**config.mk**
```make
export PLATFORM = sky130hd
export DESIGN_NAME = hbridge_pwm_command_mapper_core
export DESIGN_NICKNAME = d
export VERILOG_FILES = /design/src/rtl/hbpwm_pkg.sv /design/src/rtl/hbridge_pwm_command_mapper_core.sv /design/src/rtl/hbpwm_dp.sv /design/src/rtl/hbpwm_ctrl.sv
export SDC_FILE = /design/constraint.sdc
export NUM_CORES = 1
export LEC_CHECK = 0
export BUFFER_PORTS_ARGS = -buffer_cell sky130_fd_sc_hd__buf_2
export CAP_MARGIN = 20
export CORE_UTILIZATION = 30
export DETAILED_ROUTE_END_ITERATION = 8
export GPL_TIMING_DRIVEN = 0
export HOLD_SLACK_MARGIN = 0.03
export PLACE_DENSITY = 0.46
export SYNTH_ARGS = -nofsm -noshare
export SYNTH_HDL_FRONTEND = slang
export SYNTH_HIERARCHICAL = 1
export SYNTH_SLANG_ARGS = --single-unit
```
**constraint.sdc**
```tcl
create_clock -name clk -period 15.2 [get_ports clk]
set_input_delay 4.56 -clock clk [delete_from_list [all_inputs] [get_ports clk]]
set_output_delay 4.56 -clock clk [all_outputs]
set_load 0.03 [all_outputs]
```
**src/rtl/hbpwm_pkg.sv**
```systemverilog
package hbpwm_pkg;

  localparam int LvlW   = 15;
  localparam int DutyW  = 16;
  localparam int GuardW = 16;
  localparam int PulseW = 10;
  localparam int ProdW  = 2 * LvlW;
  localparam int CntW   = $clog2(ProdW);

  localparam logic [1:0] MODE_STOP = 2'd0;
  localparam logic [1:0] MODE_FWD  = 2'd1;
  localparam logic [1:0] MODE_BWD  = 2'd2;
  localparam logic [1:0] MODE_RSVD = 2'd3;

  localparam logic [1:0] DIR_ZERO = 2'b00;
  localparam logic [1:0] DIR_FWD  = 2'b01;
  localparam logic [1:0] DIR_BWD  = 2'b11;

  localparam logic [1:0] CFG_SWAP  = 2'd0;
  localparam logic [1:0] CFG_MIN   = 2'd1;
  localparam logic [1:0] CFG_MAX   = 2'd2;
  localparam logic [1:0] CFG_GUARD = 2'd3;

  localparam logic [PulseW-1:0] PULSE_FULL_US = PulseW'(1000);
  localparam logic [LvlW-1:0]   MAX_LEVEL_RST = LvlW'(255);
  localparam logic [CntW-1:0]   DIV_LAST      = CntW'(ProdW - 1);

  typedef struct packed {
    logic load;
    logic emit_guard;
    logic mul_remap;
    logic mul_pulse;
    logic div_step;
    logic adj;
    logic emit_final;
  } dp_cmd_t;

  typedef struct packed {
    logic guard_pend;
    logic remap_en;
    logic mx_zero;
    logic div_last;
    logic out_free;
  } dp_status_t;

endpackage

```
**src/rtl/hbridge_pwm_command_mapper_core.sv**
```systemverilog
// H-bridge command mapper. Each accepted command gives one final beat (pins, pulse_us,
// direction), preceded by an all-off guard beat carrying hold_us when the requested mode
// changes and guard_time_us is nonzero. One command is in work at a time; the next is
// taken once the final beat has been loaded into the output register, which may still be
// waiting on out_ready. Work time is set by a shared 30-step restoring divider, run twice
// when min_level remaps the duty, once without remap, and skipped when max_level is 0,
// plus any wait for the output register. Configuration writes are registered and
// must only be made while no command is in work.
module hbridge_pwm_command_mapper_core (
  input  logic                         clk,
  input  logic                         rst,
  input  logic                         cfg_we,
  input  logic [1:0]                   cfg_index,
  input  logic [hbpwm_pkg::GuardW-1:0] cfg_data,
  input  logic                         in_valid,
  output logic                         in_ready,
  input  logic                         req_type,
  input  logic [1:0]                   drive_mode,
  input  logic signed [hbpwm_pkg::DutyW-1:0] duty_request,
  output logic                         out_valid,
  input  logic                         out_ready,
  output logic                         pin_a,
  output logic                         pin_b,
  output logic [hbpwm_pkg::PulseW-1:0] pulse_us,
  output logic signed [1:0]            direction,
  output logic [hbpwm_pkg::GuardW-1:0] hold_us,
  output logic                         last_result
);
  import hbpwm_pkg::*;

  dp_cmd_t    cmd;
  dp_status_t status;

  hbpwm_ctrl u_ctrl (
    .clk      (clk),
    .rst      (rst),
    .in_valid (in_valid),
    .in_ready (in_ready),
    .status   (status),
    .cmd      (cmd)
  );

  hbpwm_dp u_dp (
    .clk          (clk),
    .rst          (rst),
    .cmd          (cmd),
    .status       (status),
    .cfg_we       (cfg_we),
    .cfg_index    (cfg_index),
    .cfg_data     (cfg_data),
    .req_type     (req_type),
    .drive_mode   (drive_mode),
    .duty_request (duty_request),
    .out_valid    (out_valid),
    .out_ready    (out_ready),
    .pin_a        (pin_a),
    .pin_b        (pin_b),
    .pulse_us     (pulse_us),
    .direction    (direction),
    .hold_us      (hold_us),
    .last_result  (last_result)
  );

endmodule

```
**src/rtl/hbpwm_dp.sv**
```systemverilog
module hbpwm_dp (
  input  logic                         clk,
  input  logic                         rst,
  input  hbpwm_pkg::dp_cmd_t           cmd,
  output hbpwm_pkg::dp_status_t        status,
  input  logic                         cfg_we,
  input  logic [1:0]                   cfg_index,
  input  logic [hbpwm_pkg::GuardW-1:0] cfg_data,
  input  logic                         req_type,
  input  logic [1:0]                   drive_mode,
  input  logic signed [hbpwm_pkg::DutyW-1:0] duty_request,
  output logic                         out_valid,
  input  logic                         out_ready,
  output logic                         pin_a,
  output logic                         pin_b,
  output logic [hbpwm_pkg::PulseW-1:0] pulse_us,
  output logic signed [1:0]            direction,
  output logic [hbpwm_pkg::GuardW-1:0] hold_us,
  output logic                         last_result
);
  import hbpwm_pkg::*;

  logic              swap_direction;
  logic [LvlW-1:0]   min_level;
  logic [LvlW-1:0]   max_level;
  logic [GuardW-1:0] guard_time_us;

  logic [1:0]        previous_mode;
  logic [1:0]        cur_dir;
  logic [1:0]        mode_act;
  logic              guard_pend;
  logic [LvlW-1:0]   mag;
  logic [ProdW-1:0]  quo;
  logic [LvlW-1:0]   rem;
  logic [CntW-1:0]   cnt;

  logic              neg;
  logic [DutyW-1:0]  mag_raw;
  logic [LvlW-1:0]   mag_clamp;
  logic [LvlW-1:0]   mn_eff;
  logic [1:0]        mode_req;
  logic [1:0]        mode_sw;
  logic [ProdW-1:0]  prod_remap;
  logic [ProdW-1:0]  prod_pulse;
  logic [LvlW:0]     trial;
  logic              ge;
  logic [PulseW-1:0] pulse_fin;

  always_comb begin
    neg       = duty_request[DutyW-1];
    mag_raw   = neg ? DutyW'(-duty_request) : DutyW'(duty_request);
    mag_clamp = (mag_raw > DutyW'(max_level)) ? max_level : mag_raw[LvlW-1:0];
    mn_eff    = (min_level > max_level) ? max_level : min_level;

    if (req_type) begin
      if (duty_request == '0) mode_req = MODE_STOP;
      else mode_req = neg ? MODE_BWD : MODE_FWD;
    end else begin
      mode_req = (drive_mode == MODE_RSVD) ? MODE_STOP : drive_mode;
    end

    mode_sw = mode_req;
    if (swap_direction) begin
      if (mode_req == MODE_FWD) mode_sw = MODE_BWD;
      else if (mode_req == MODE_BWD) mode_sw = MODE_FWD;
    end

    prod_remap = ProdW'(mag) * ProdW'(max_level - mn_eff);
    prod_pulse = ProdW'(mag) * ProdW'(PULSE_FULL_US);

    // restoring divide by max_level, one quotient bit a cycle
    trial = {rem, quo[ProdW-1]};
    ge    = trial >= {1'b0, max_level};

    pulse_fin = status.mx_zero ? '0 : quo[PulseW-1:0];
  end

  assign status.guard_pend = guard_pend;
  assign status.remap_en   = (mn_eff != '0) && (mag != '0);
  assign status.mx_zero    = (max_level == '0);
  assign status.div_last   = (cnt == DIV_LAST);
  assign status.out_free   = !out_valid || out_ready;

  always_ff @(posedge clk) begin
    if (rst) begin
      swap_direction <= 1'b0;
      min_level      <= '0;
      max_level      <= MAX_LEVEL_RST;
      guard_time_us  <= '0;
    end else if (cfg_we) begin
      unique case (cfg_index)
        CFG_SWAP:  swap_direction <= cfg_data[0];
        CFG_MIN:   min_level      <= cfg_data[LvlW-1:0];
        CFG_MAX:   max_level      <= cfg_data[LvlW-1:0];
        CFG_GUARD: guard_time_us  <= cfg_data;
        default:   ;
      endcase
    end
  end

  always_ff @(posedge clk) begin
    if (rst) begin
      previous_mode <= MODE_STOP;
      guard_pend    <= 1'b0;
    end else if (cmd.load) begin
      previous_mode <= mode_req;
      guard_pend    <= (guard_time_us != '0) && (mode_req != previous_mode);
    end else if (cmd.emit_guard) begin
      guard_pend    <= 1'b0;
    end
  end

  always_ff @(posedge clk) begin
    if (cmd.load) begin
      mode_act <= mode_sw;
      mag      <= mag_clamp;
    end else if (cmd.adj) begin
      mag      <= quo[LvlW-1:0] + mn_eff;
    end
  end

  always_ff @(posedge clk) begin
    if (cmd.mul_remap || cmd.mul_pulse) begin
      quo <= cmd.mul_remap ? prod_remap : prod_pulse;
      rem <= '0;
      cnt <= '0;
    end else if (cmd.div_step) begin
      rem <= ge ? LvlW'(trial - {1'b0, max_level}) : trial[LvlW-1:0];
      quo <= {quo[ProdW-2:0], ge};
      cnt <= cnt + CntW'(1);
    end
  end

  always_ff @(posedge clk) begin
    if (rst) begin
      out_valid <= 1'b0;
      cur_dir   <= DIR_ZERO;
    end else begin
      out_valid <= cmd.emit_guard || cmd.emit_final || (out_valid && !out_ready);
      if (cmd.emit_final) begin
        case (mode_act)
          MODE_FWD: cur_dir <= DIR_FWD;
          MODE_BWD: cur_dir <= DIR_BWD;
          default:  cur_dir <= DIR_ZERO;
        endcase
      end
    end
  end

  always_ff @(posedge clk) begin
    if (cmd.emit_guard) begin
      pin_a       <= 1'b0;
      pin_b       <= 1'b0;
      pulse_us    <= '0;
      direction   <= cur_dir;
      hold_us     <= guard_time_us;
      last_result <= 1'b0;
    end else if (cmd.emit_final) begin
      hold_us     <= '0;
      last_result <= 1'b1;
      case (mode_act)
        MODE_FWD: begin
          pin_a     <= 1'b1;
          pin_b     <= 1'b0;
          pulse_us  <= pulse_fin;
          direction <= DIR_FWD;
        end
        MODE_BWD: begin
          pin_a     <= 1'b0;
          pin_b     <= 1'b1;
          pulse_us  <= pulse_fin;
          direction <= DIR_BWD;
        end
        default: begin
          pin_a     <= 1'b0;
          pin_b     <= 1'b0;
          pulse_us  <= '0;
          direction <= DIR_ZERO;
        end
      endcase
    end
  end

  a_pulse_range: assert property (@(posedge clk) disable iff (rst)
    out_valid |-> pulse_us <= PULSE_FULL_US)
    else $error("pulse beyond full scale");

  a_guard_off: assert property (@(posedge clk) disable iff (rst)
    (out_valid && !last_result) |-> (!pin_a && !pin_b && pulse_us == '0))
    else $error("guard beat not all-off");

  a_pins_excl: assert property (@(posedge clk) disable iff (rst)
    out_valid |-> !(pin_a && pin_b))
    else $error("both bridge pins high");

endmodule

```
**src/rtl/hbpwm_ctrl.sv**
```systemverilog
module hbpwm_ctrl (
  input  logic                  clk,
  input  logic                  rst,
  input  logic                  in_valid,
  output logic                  in_ready,
  input  hbpwm_pkg::dp_status_t status,
  output hbpwm_pkg::dp_cmd_t    cmd
);
  import hbpwm_pkg::*;

  localparam logic [2:0] S_IDLE  = 3'd0;
  localparam logic [2:0] S_GUARD = 3'd1;
  localparam logic [2:0] S_MUL1  = 3'd2;
  localparam logic [2:0] S_DIV1  = 3'd3;
  localparam logic [2:0] S_ADJ   = 3'd4;
  localparam logic [2:0] S_MUL2  = 3'd5;
  localparam logic [2:0] S_DIV2  = 3'd6;
  localparam logic [2:0] S_FINAL = 3'd7;

  logic [2:0] state;
  logic [2:0] state_next;
  logic [2:0] route;

  assign in_ready = (state == S_IDLE);

  // skip the remap when min is zero or the duty is zero, and both divides on zero max
  assign route = status.remap_en ? S_MUL1 : (status.mx_zero ? S_FINAL : S_MUL2);

  always_comb begin
    cmd        = '0;
    state_next = state;
    unique case (state)
      S_IDLE: begin
        if (in_valid) begin
          cmd.load   = 1'b1;
          state_next = S_GUARD;
        end
      end
      S_GUARD: begin
        if (!status.guard_pend || status.out_free) begin
          cmd.emit_guard = status.guard_pend;
          state_next     = route;
        end
      end
      S_MUL1: begin
        cmd.mul_remap = 1'b1;
        state_next    = S_DIV1;
      end
      S_DIV1: begin
        cmd.div_step = 1'b1;
        if (status.div_last) state_next = S_ADJ;
      end
      S_ADJ: begin
        cmd.adj    = 1'b1;
        state_next = S_MUL2;
      end
      S_MUL2: begin
        cmd.mul_pulse = 1'b1;
        state_next    = S_DIV2;
      end
      S_DIV2: begin
        cmd.div_step = 1'b1;
        if (status.div_last) state_next = S_FINAL;
      end
      S_FINAL: begin
        if (status.out_free) begin
          cmd.emit_final = 1'b1;
          state_next     = S_IDLE;
        end
      end
      default: state_next = S_IDLE;
    endcase
  end

  always_ff @(posedge clk) begin
    if (rst) state <= S_IDLE;
    else state <= state_next;
  end

  a_emit_free: assert property (@(posedge clk) disable iff (rst)
    (cmd.emit_guard || cmd.emit_final) |-> status.out_free)
    else $error("output register overwritten");

  a_accept_guard: assert property (@(posedge clk) disable iff (rst)
    (in_valid && in_ready) |=> state == S_GUARD)
    else $error("accepted beat did not enter guard check");

  a_div_exit: assert property (@(posedge clk) disable iff (rst)
    (state == S_DIV1 && status.div_last) |=> state == S_ADJ)
    else $error("remap divide did not finish");

endmodule

```
==> impl_metrics.py, run 1 <==
metrics = {
    "worst_setup_path": {
        "endpoint_kind": "flip-flop",
        "cp_slowest_cell": "xor2_1",
        "cpMostUsedCell": "fa_1",
        "cp_top_family": "adder cells",
        "cp_max_fo": 10,
        "worstPathRequired_ns": 15.39,
        "cp.arrival_ns": 11.69,
        "crit_type": "flip-flop to flip-flop",
        "crit_path_start_kind": "flip-flop",
        "slowest_delay_ns": 0.75,
        "timing.critical_path.buf_inv": 6,
    },
    "clock_network": {
        "cts_resized": 0,
        "cts_max_path_buffers": 2,
        "cts_setup_buffers": 0,
        "clk_pin_slew_ns": 0.08,
        "clk_latency_ns": 0.45,
        "h-tree-depth": 4,
        "cts_buffers": 17,
        "cts_hold_buf": 0,
        "cts-root-buf": "clkbuf_16",
        "cts_tree": "built",
        "numClockSinks": 154,
    },
    "timing": {
        "finalHoldViolCount": 0,
        "fin_setup_tns_ns": 0,
        "finClkSkew_ns": 0.0105,
        "max_freq_mhz": 86.9,
        "timing.final.crit_share": 0.757,
        "setup-violations-final": 0,
        "worst_pin_slew_ns": 1.17,
        "min_period_ns": 11.51,
        "slew_headroom": 0.217,
        "rsz0062_at_grt": "false",
        "maxSlewViolCount": 0,
    },
    "synth": {
        "ys_seq_area_frac": 0.183,
        "synth.avg_cell_area_um2": 9.03,
        "synth-edff-count": 65,
        "synth-seq-cells": 154,
        "async_flop_share": 0,
        "synth_warnings": 6,
        "yosysMostFrequentCell": "inv_1",
        "ys_types": 83,
        "netlist.area_leader.share": 0.228,
        "yosys_most_used_dff": "dfxtp_1",
        "synth_area_leader_cell": "fa_1",
        "syn_inst": 2265,
        "synth_nets": 2787,
        "synth.area.top_cells": "fa_1, ha_1, edfxtp_1",
        "synth_common_cells": "inv_1, nand2_1, ha_1, fa_1, a21oi_1",
        "netlist_area_um2": 20400,
    },
    "routing": {
        "postRouteWirelength_um": 61600,
        "vias_per_cell": 4.92,
        "first_pass_iters": 6,
        "ant_nets": 0,
        "wire_per_inst_um": 19.0,
        "dr.first_iter.drc_count": 823,
        "drc": 0,
        "via_count": 16000,
    },
    "worst_hold_path": {
        "min_path_type": "flip-flop to flip-flop",
    },
    "finish": {
        "fillers": 7091,
        "drive_gt1_frac": 0.0675,
        "nets": 2881,
        "area_growth_pct": 10.4,
    },
    "floorplan": {
        "initial_core_util": 0.304,
        "die_w_um": 263,
        "dieArea_um2": 69200,
        "rows": 95,
        "die_height_um": 263,
        "ios": 75,
        "core-area_um2": 67300,
    },
    "place": {
        "place.port_buffers": 73,
        "hpwl_um": 50700,
        "gp_congestion": 0.882,
    },
    "job": {
        "drv_cap": 0,
    },
    "grt": {
        "grt_max_degree": 22,
        "first_global_vias": 16800,
        "antenna_found_initial": 0,
        "grt-ovfl-total": 0,
        "grt_pass1_wl_um": 96800,
        "grt_use_total": 0.181,
    },
    "outcome": {
        "status": "finished clean",
    },
}
metrics by stage:
stage           util  std cells  setup WS [ns]  hold slack [ns]  instance area [um^2]
2_1_floorplan      -       2265           5.98            0.426                 20400
3_3_place_gp   0.326       3211           3.35            0.453                 21900
3_5_place_dp   0.326       3213           3.77            0.462                 21900
4_1_cts        0.335       3245           3.66            0.474                 22600
5_1_grt        0.335       3245           3.04            0.496                 22600
6_report       0.335       3247           3.69            0.470                 22600
worst min-delay path: cells and delay by family (launching register included):
family           cells  cell delay (ns)
AND/OR/NAND/NOR      1             0.05
AO/OA/AOI/OAI        1             0.05
flip-flops           1             0.32
cell type report:
| type | count | area (um^2) | share of cell area |
|---|---|---|---|
| Timing Repair Buffer | 75 | 400 | 0.0177 |
| Buffer | 85 | 365 | 0.0162 |
| Multi-Input combinational cell | 1702 | 15100 | 0.671 |
| Tap cell | 873 | 1090 | 0.0484 |
| Antenna cell | 2 | 5.00 | 0.000222 |
| Inverter | 324 | 1220 | 0.0539 |
| Clock inverter | 15 | 186 | 0.00826 |
| Sequential cell | 154 | 3730 | 0.165 |
| Clock buffer | 17 | 425 | 0.0189 |
cell usage in the layout, fill, tap and decap left out, types with 19 or more instances in the layout:
master      n
a22o_1     19
nand3_1    27
a21o_1     23
nand2_1   259
nor2_1    123
mux2i_1    66
a21oi_1   136
ha_1      247
edfxtp_1   65
inv_1     324
nand2b_1   33
xor2_1     29
buf_2      80
dfxtp_1    89
nor3_1     23
fa_1      233
clkbuf_1   67
and2_1    103
o21ai_0    64
xnor2_1    65
state kept, by name (all words and copies together), names as in the netlist, 3 cells and up:
signal              cells
u_dp/mag               15
u_ctrl/state            3
u_dp/min_level         15
u_dp/rem               15
u_dp/pulse_us          10
u_dp/max_level         15
u_dp/quo               30
u_dp/hold_us           16
u_dp/guard_time_us     16
u_dp/cnt                5
layer usage:
layer / routed length (um) / global-route usage / vias up
li1: - / - / 7707
met1: 28800 / 0.244 / 7946
met2: 30200 / 0.315 / 277
met3: 1660 / 0.0137 / 46
met4: 886 / 0.0378 / 0
met5: 0 / 0 / -
final timing paths:
kind	startpoint	end	slack (ns)	cells past startpoint
worst max-delay path	u_dp/max_level[1]	u_dp/quo[29]	3.69	40
worst min-delay path	u_dp/guard_time_us[13]	u_dp/guard_time_us[13]	0.47	2
worst max register to register	u_dp/max_level[1]	u_dp/quo[29]	3.69	40
worst min register to register	u_dp/guard_time_us[13]	u_dp/guard_time_us[13]	0.47	2
logic make-up (layout without fill, tap and decap cells):
family | count (synthesis) | in the layout | synth area share
multiplexers | 79 | 79 | 0.0395
adder cells (fa/ha/maj) | 480 | 480 | 0.379
XOR/XNOR | 95 | 95 | 0.0407
flip-flops | 154 | 154 | 0.183
AO/OA/AOI/OAI | 370 | 370 | 0.119
other | 0 | 2 | 0
buffers and inverters | 409 | 516 | 0.0774
AND/OR/NAND/NOR | 678 | 678 | 0.162
Power of run 1 is left out: the tool's default activity adds up to more than one toggle a clock period on the data nets, which glitch-free logic cannot reach.
==> run 2: changes to the inputs <==
- clock period: 15.2 -> 11.6 ns (I/O delays scaled with it)
==> impl_metrics.py, run 2 (synthesis results as in run 1) <==
metrics = {
    "outcome": {
        "status": "finished clean",
    },
    "floorplan": {
        "ios": 75,
        "die_w_um": 263,
        "initial_core_util": 0.304,
        "dieArea_um2": 69200,
        "die_height_um": 263,
        "core-area_um2": 67300,
        "rows": 95,
    },
    "finish": {
        "largest_reg_flops": 30,
        "nets": 2881,
        "layout_common_cells": "inv_1, nand2_1, ha_1",
        "final_util": 0.336,
        "drive_gt1_frac": 0.0691,
        "final_common_cell": "inv_1",
        "area_growth_pct": 10.6,
        "fillers": 7087,
        "top_regs": "u_dp/quo (30), u_dp/guard_time_us (16), u_dp/hold_us (16)",
        "regMostFlops": "u_dp/quo",
    },
    "routing": {
        "vias_per_cell": 4.92,
        "ant_nets": 0,
        "first_pass_iters": 6,
        "wire_per_inst_um": 18.9,
        "drc": 0,
        "postRouteWirelength_um": 61500,
        "dr.first_iter.drc_count": 846,
        "via_count": 16000,
    },
    "grt": {
        "grt-ovfl-total": 0,
        "grt_use_total": 0.181,
        "grt_max_degree": 22,
        "grt_pass1_wl_um": 96800,
        "antenna_found_initial": 0,
        "first_global_vias": 16800,
    },
    "timing": {
        "finClkSkew_ns": 0.0106,
        "finalHoldViolCount": 0,
        "max_freq_mhz": 91.2,
        "min_period_ns": 10.97,
        "rsz0062_at_grt": "false",
        "maxSlewViolCount": 0,
        "setup-violations-final": 0,
        "fin_setup_tns_ns": 0,
        "worst_pin_slew_ns": 1.04,
        "slew_headroom": 0.301,
        "finalWorstSetupSlack_ns": 0.630,
        "timing.final.crit_share": 0.946,
    },
    "worst_setup_path": {
        "slowest_delay_ns": 0.60,
        "cp.arrival_ns": 11.16,
        "endpoint_kind": "flip-flop",
        "worstPathRequired_ns": 11.79,
        "cp_slowest_cell": "dfxtp_1",
        "crit_path_start_kind": "flip-flop",
        "cpMostUsedCell": "fa_1",
        "cp_max_fo": 10,
        "crit_type": "flip-flop to flip-flop",
    },
    "clock_network": {
        "cts-root-buf": "clkbuf_16",
        "cts_hold_buf": 0,
        "h-tree-depth": 4,
        "cts_setup_buffers": 0,
        "cts_buffers": 17,
        "numClockSinks": 154,
        "cts_tree": "built",
        "clk_pin_slew_ns": 0.08,
        "cts_max_path_buffers": 2,
        "clk_latency_ns": 0.45,
    },
    "job": {
        "drv_cap": 0,
    },
    "worst_hold_path": {
        "min_path_type": "flip-flop to flip-flop",
    },
    "place": {
        "gp_congestion": 0.882,
        "hpwl_um": 50700,
        "place.port_buffers": 73,
        "preCtsSetupSlack_ns": 0.171,
    },
}
[run 2: changes by cell type in the layout (fill, tap and decap cells not counted), sizes merged]
| cell | delta |
|---|---|
| buf | -1 |
| clkbuf | +1 |
| diode | +1 |
[run 2: metal layers]
layer | vias to the layer above | routed length [um] | share of wire | global-route usage
met2 | 284 | 30200 | 0.49 | 0.315
met4 | 0 | 858 | 0.014 | 0.0378
met1 | 7952 | 28700 | 0.47 | 0.244
met3 | 45 | 1790 | 0.029 | 0.0137
met5 | - | 0 | 0 | 0
li1 | 7710 | - | - | -
[run 2: timing repair]
item                       in CTS  in global routing
gates resized for setup         0                  8
hold endpoints to repair        0                  0
setup endpoints to repair       0                 13
[run 2: per-stage QoR]
stage                     instances  hold slack [ns]  cell area, um^2
after detailed placement       3213            0.462            21900
after CTS                      3245            0.474            22600
after global placement         3211            0.453            21900
after global routing           3245            0.496            22600
after floorplan                2265            0.426            20400
final                          3248            0.470            22600
[run 2: layout make-up]
type	instances	area (um^2)	area share
plain buffers	85	368	0.0163
diodes	3	7.51	0.000332
clock buffers	17	425	0.0188
clock inverters	15	186	0.00825
multi-input cells	1702	15200	0.671
well taps	873	1090	0.0483
repair buffers	75	400	0.0177
inverters	324	1220	0.0538
flip-flops and latches	154	3730	0.165
[run 2: path summary, 6_finish.rpt]
kind	cells after the start	startpoint	slack (ns)	end
setup / recovery	43	u_dp/max_level[1]	0.63	u_dp/quo[29]
hold / removal	2	u_dp/guard_time_us[13]	0.47	u_dp/guard_time_us[13]
setup reg to reg	43	u_dp/max_level[1]	0.63	u_dp/quo[29]
hold reg to reg	2	u_dp/guard_time_us[13]	0.47	u_dp/guard_time_us[13]
[run 2: worst max-delay path: cells and delay by family, from the launching register on]
kind | cells | cell delay, ns
compound gates | 16 | 3.04
xor+xnor | 3 | 0.48
fa+ha+maj | 10 | 4.54
buf+inv | 9 | 1.39
flops | 1 | 0.60
simple gates | 5 | 0.65
Power of run 2 is left out for the same reason.
==> run 3: changes to the inputs <==
- clock period: 11.6 -> 11.3 ns (I/O delays scaled with it)
==> impl_metrics.py, run 3 (synthesis results as in run 1) <==
metrics = {
    "place": {
        "place.port_buffers": 73,
        "dp.cells": 3213,
        "gp_congestion": 0.882,
        "hpwl_um": 50700,
    },
    "worst_setup_path": {
        "cpMostUsedCell": "fa_1",
        "cp.arrival_ns": 10.92,
        "worstPathRequired_ns": 11.48,
        "crit_type": "flip-flop to flip-flop",
        "r2r_cells": 43,
        "cp_max_fo": 10,
        "endpoint_kind": "flip-flop",
        "rr_startpoint": "u_dp/max_level[1]",
        "crit_path_start_kind": "flip-flop",
        "worstReg2RegEnd": "u_dp/quo[29]",
        "slowest_delay_ns": 0.55,
        "cp_slowest_cell": "fa_1",
        "rrSetupSlack_ns": 0.57,
    },
    "finish": {
        "drive_gt1_frac": 0.0749,
        "regMostFlops": "u_dp/quo",
        "final_common_cell": "inv_1",
        "area_growth_pct": 10.8,
        "nets": 2884,
        "final_cells": 3251,
        "largest_reg_flops": 30,
        "layout_common_cells": "inv_1, nand2_1, ha_1",
        "top_regs": "u_dp/quo (30), u_dp/guard_time_us (16), u_dp/hold_us (16)",
    },
    "routing": {
        "ant_nets": 0,
        "dr.first_iter.drc_count": 871,
        "first_pass_iters": 5,
        "drc": 0,
        "postRouteWirelength_um": 61500,
        "vias_per_cell": 4.91,
        "wire_per_inst_um": 18.9,
        "via_count": 16000,
    },
    "grt": {
        "grt-ovfl-total": 0,
        "grt_pass1_wl_um": 96800,
        "antenna_found_initial": 0,
        "grt_use_total": 0.181,
        "first_global_vias": 16800,
        "grt_max_degree": 22,
    },
    "outcome": {
        "status": "finished clean",
    },
    "clock_network": {
        "cts_buffers": 17,
        "numClockSinks": 154,
        "cts_tree": "built",
        "cts_max_path_buffers": 2,
        "cts-root-buf": "clkbuf_16",
        "clk_pin_slew_ns": 0.08,
        "clk_latency_ns": 0.45,
        "h-tree-depth": 4,
        "cts_hold_buf": 0,
    },
    "timing": {
        "maxSlewViolCount": 0,
        "rsz0062_at_grt": "false",
        "worst_pin_slew_ns": 1.03,
        "timing.final.crit_share": 0.950,
        "max_freq_mhz": 93.2,
        "slew_headroom": 0.307,
        "min_period_ns": 10.73,
        "setup-violations-final": 0,
        "finClkSkew_ns": 0.0102,
        "finalHoldViolCount": 0,
    },
    "job": {
        "drv_cap": 0,
    },
    "floorplan": {
        "die_height_um": 263,
        "initial_core_util": 0.304,
        "rows": 95,
        "ios": 75,
        "core-area_um2": 67300,
        "die_w_um": 263,
        "dieArea_um2": 69200,
    },
    "worst_hold_path": {
        "holdPathStages": 2,
        "min_path_type": "flip-flop to flip-flop",
        "hold_path_startpoint": "u_dp/guard_time_us[13]",
        "whs_endpoint": "u_dp/guard_time_us[13]",
    },
}
[run 3: cell types whose count changed in the layout (fill, tap and decap cells not counted)]
cell	previous run	this run
mux2i_1	66	65
buf_4	3	6
buf_2	80	81
clkinvlp_4	0	1
dfxtp_2	0	9
clkbuf_2	2	1
dfxtp_1	89	80
inv_1	324	323
mux2i_2	0	1
[run 3: through the flow]
step	area [um^2]	hold slack (ns)	worst slack, ns	setup TNS, ns	util
2_1_floorplan	20400	0.426	2.08	0	-
6_report	22600	0.470	0.569	0	0.337
4_1_cts	22600	0.474	0.0384	0	0.335
5_1_grt	22600	0.496	0.00475	0	0.336
3_5_place_dp	21900	0.462	-0.129	-0.129	0.326
3_3_place_gp	21900	0.453	-0.548	-3.44	0.326
[run 3: final cells by class]
| type | instances | area (um^2) |
|---|---|---|
| inverter | 324 | 1220 |
| tap | 873 | 1090 |
| timing repair buffer | 78 | 423 |
| sequential | 154 | 3740 |
| clock inverter | 15 | 186 |
| buffer | 85 | 368 |
| multi-input combinational | 1702 | 15200 |
| antenna | 3 | 7.51 |
| clock buffer | 17 | 425 |
| fill | 7088 | 44600 |
[run 3: how the worst max path moves through the flow]
stage                 startpoint            to  cells after the start
2_1_floorplan  u_dp/max_level[1]  u_dp/quo[28]                     40
3_3_place_gp   u_dp/max_level[1]  u_dp/quo[29]                     41
3_5_place_dp   u_dp/max_level[1]  u_dp/quo[29]                     39
4_1_cts        u_dp/max_level[1]  u_dp/quo[29]                     42
5_1_grt        u_dp/max_level[1]  u_dp/quo[29]                     43
6_report       u_dp/max_level[1]  u_dp/quo[29]                     43
[run 3: what timing repair did]
item / CTS / global route
buffers inserted: 0 / 3
endpoints found under the setup margin: 3 / 14
gates resized for setup: 1 / 19
[run 3: critical path, delay by kind of cell, from the launching register on]
kind	cells	cell delay, ns
XOR/XNOR	3	0.48
AND/OR/NAND/NOR	5	0.67
adder cells (fa/ha/maj)	10	4.48
flip-flops	1	0.49
buffers and inverters	9	1.30
AO/OA/AOI/OAI	16	3.04
[run 3: layer usage]
layer  GRT usage  routed length, um  vias to the layer above
met1       0.244              29000                     7958
met5           0                  0                        -
li1            -                  -                     7714
met3      0.0137               1520                       40
met2       0.315              30200                      258
met4      0.0378                856                        0
Power of run 3 is left out for the same reason.
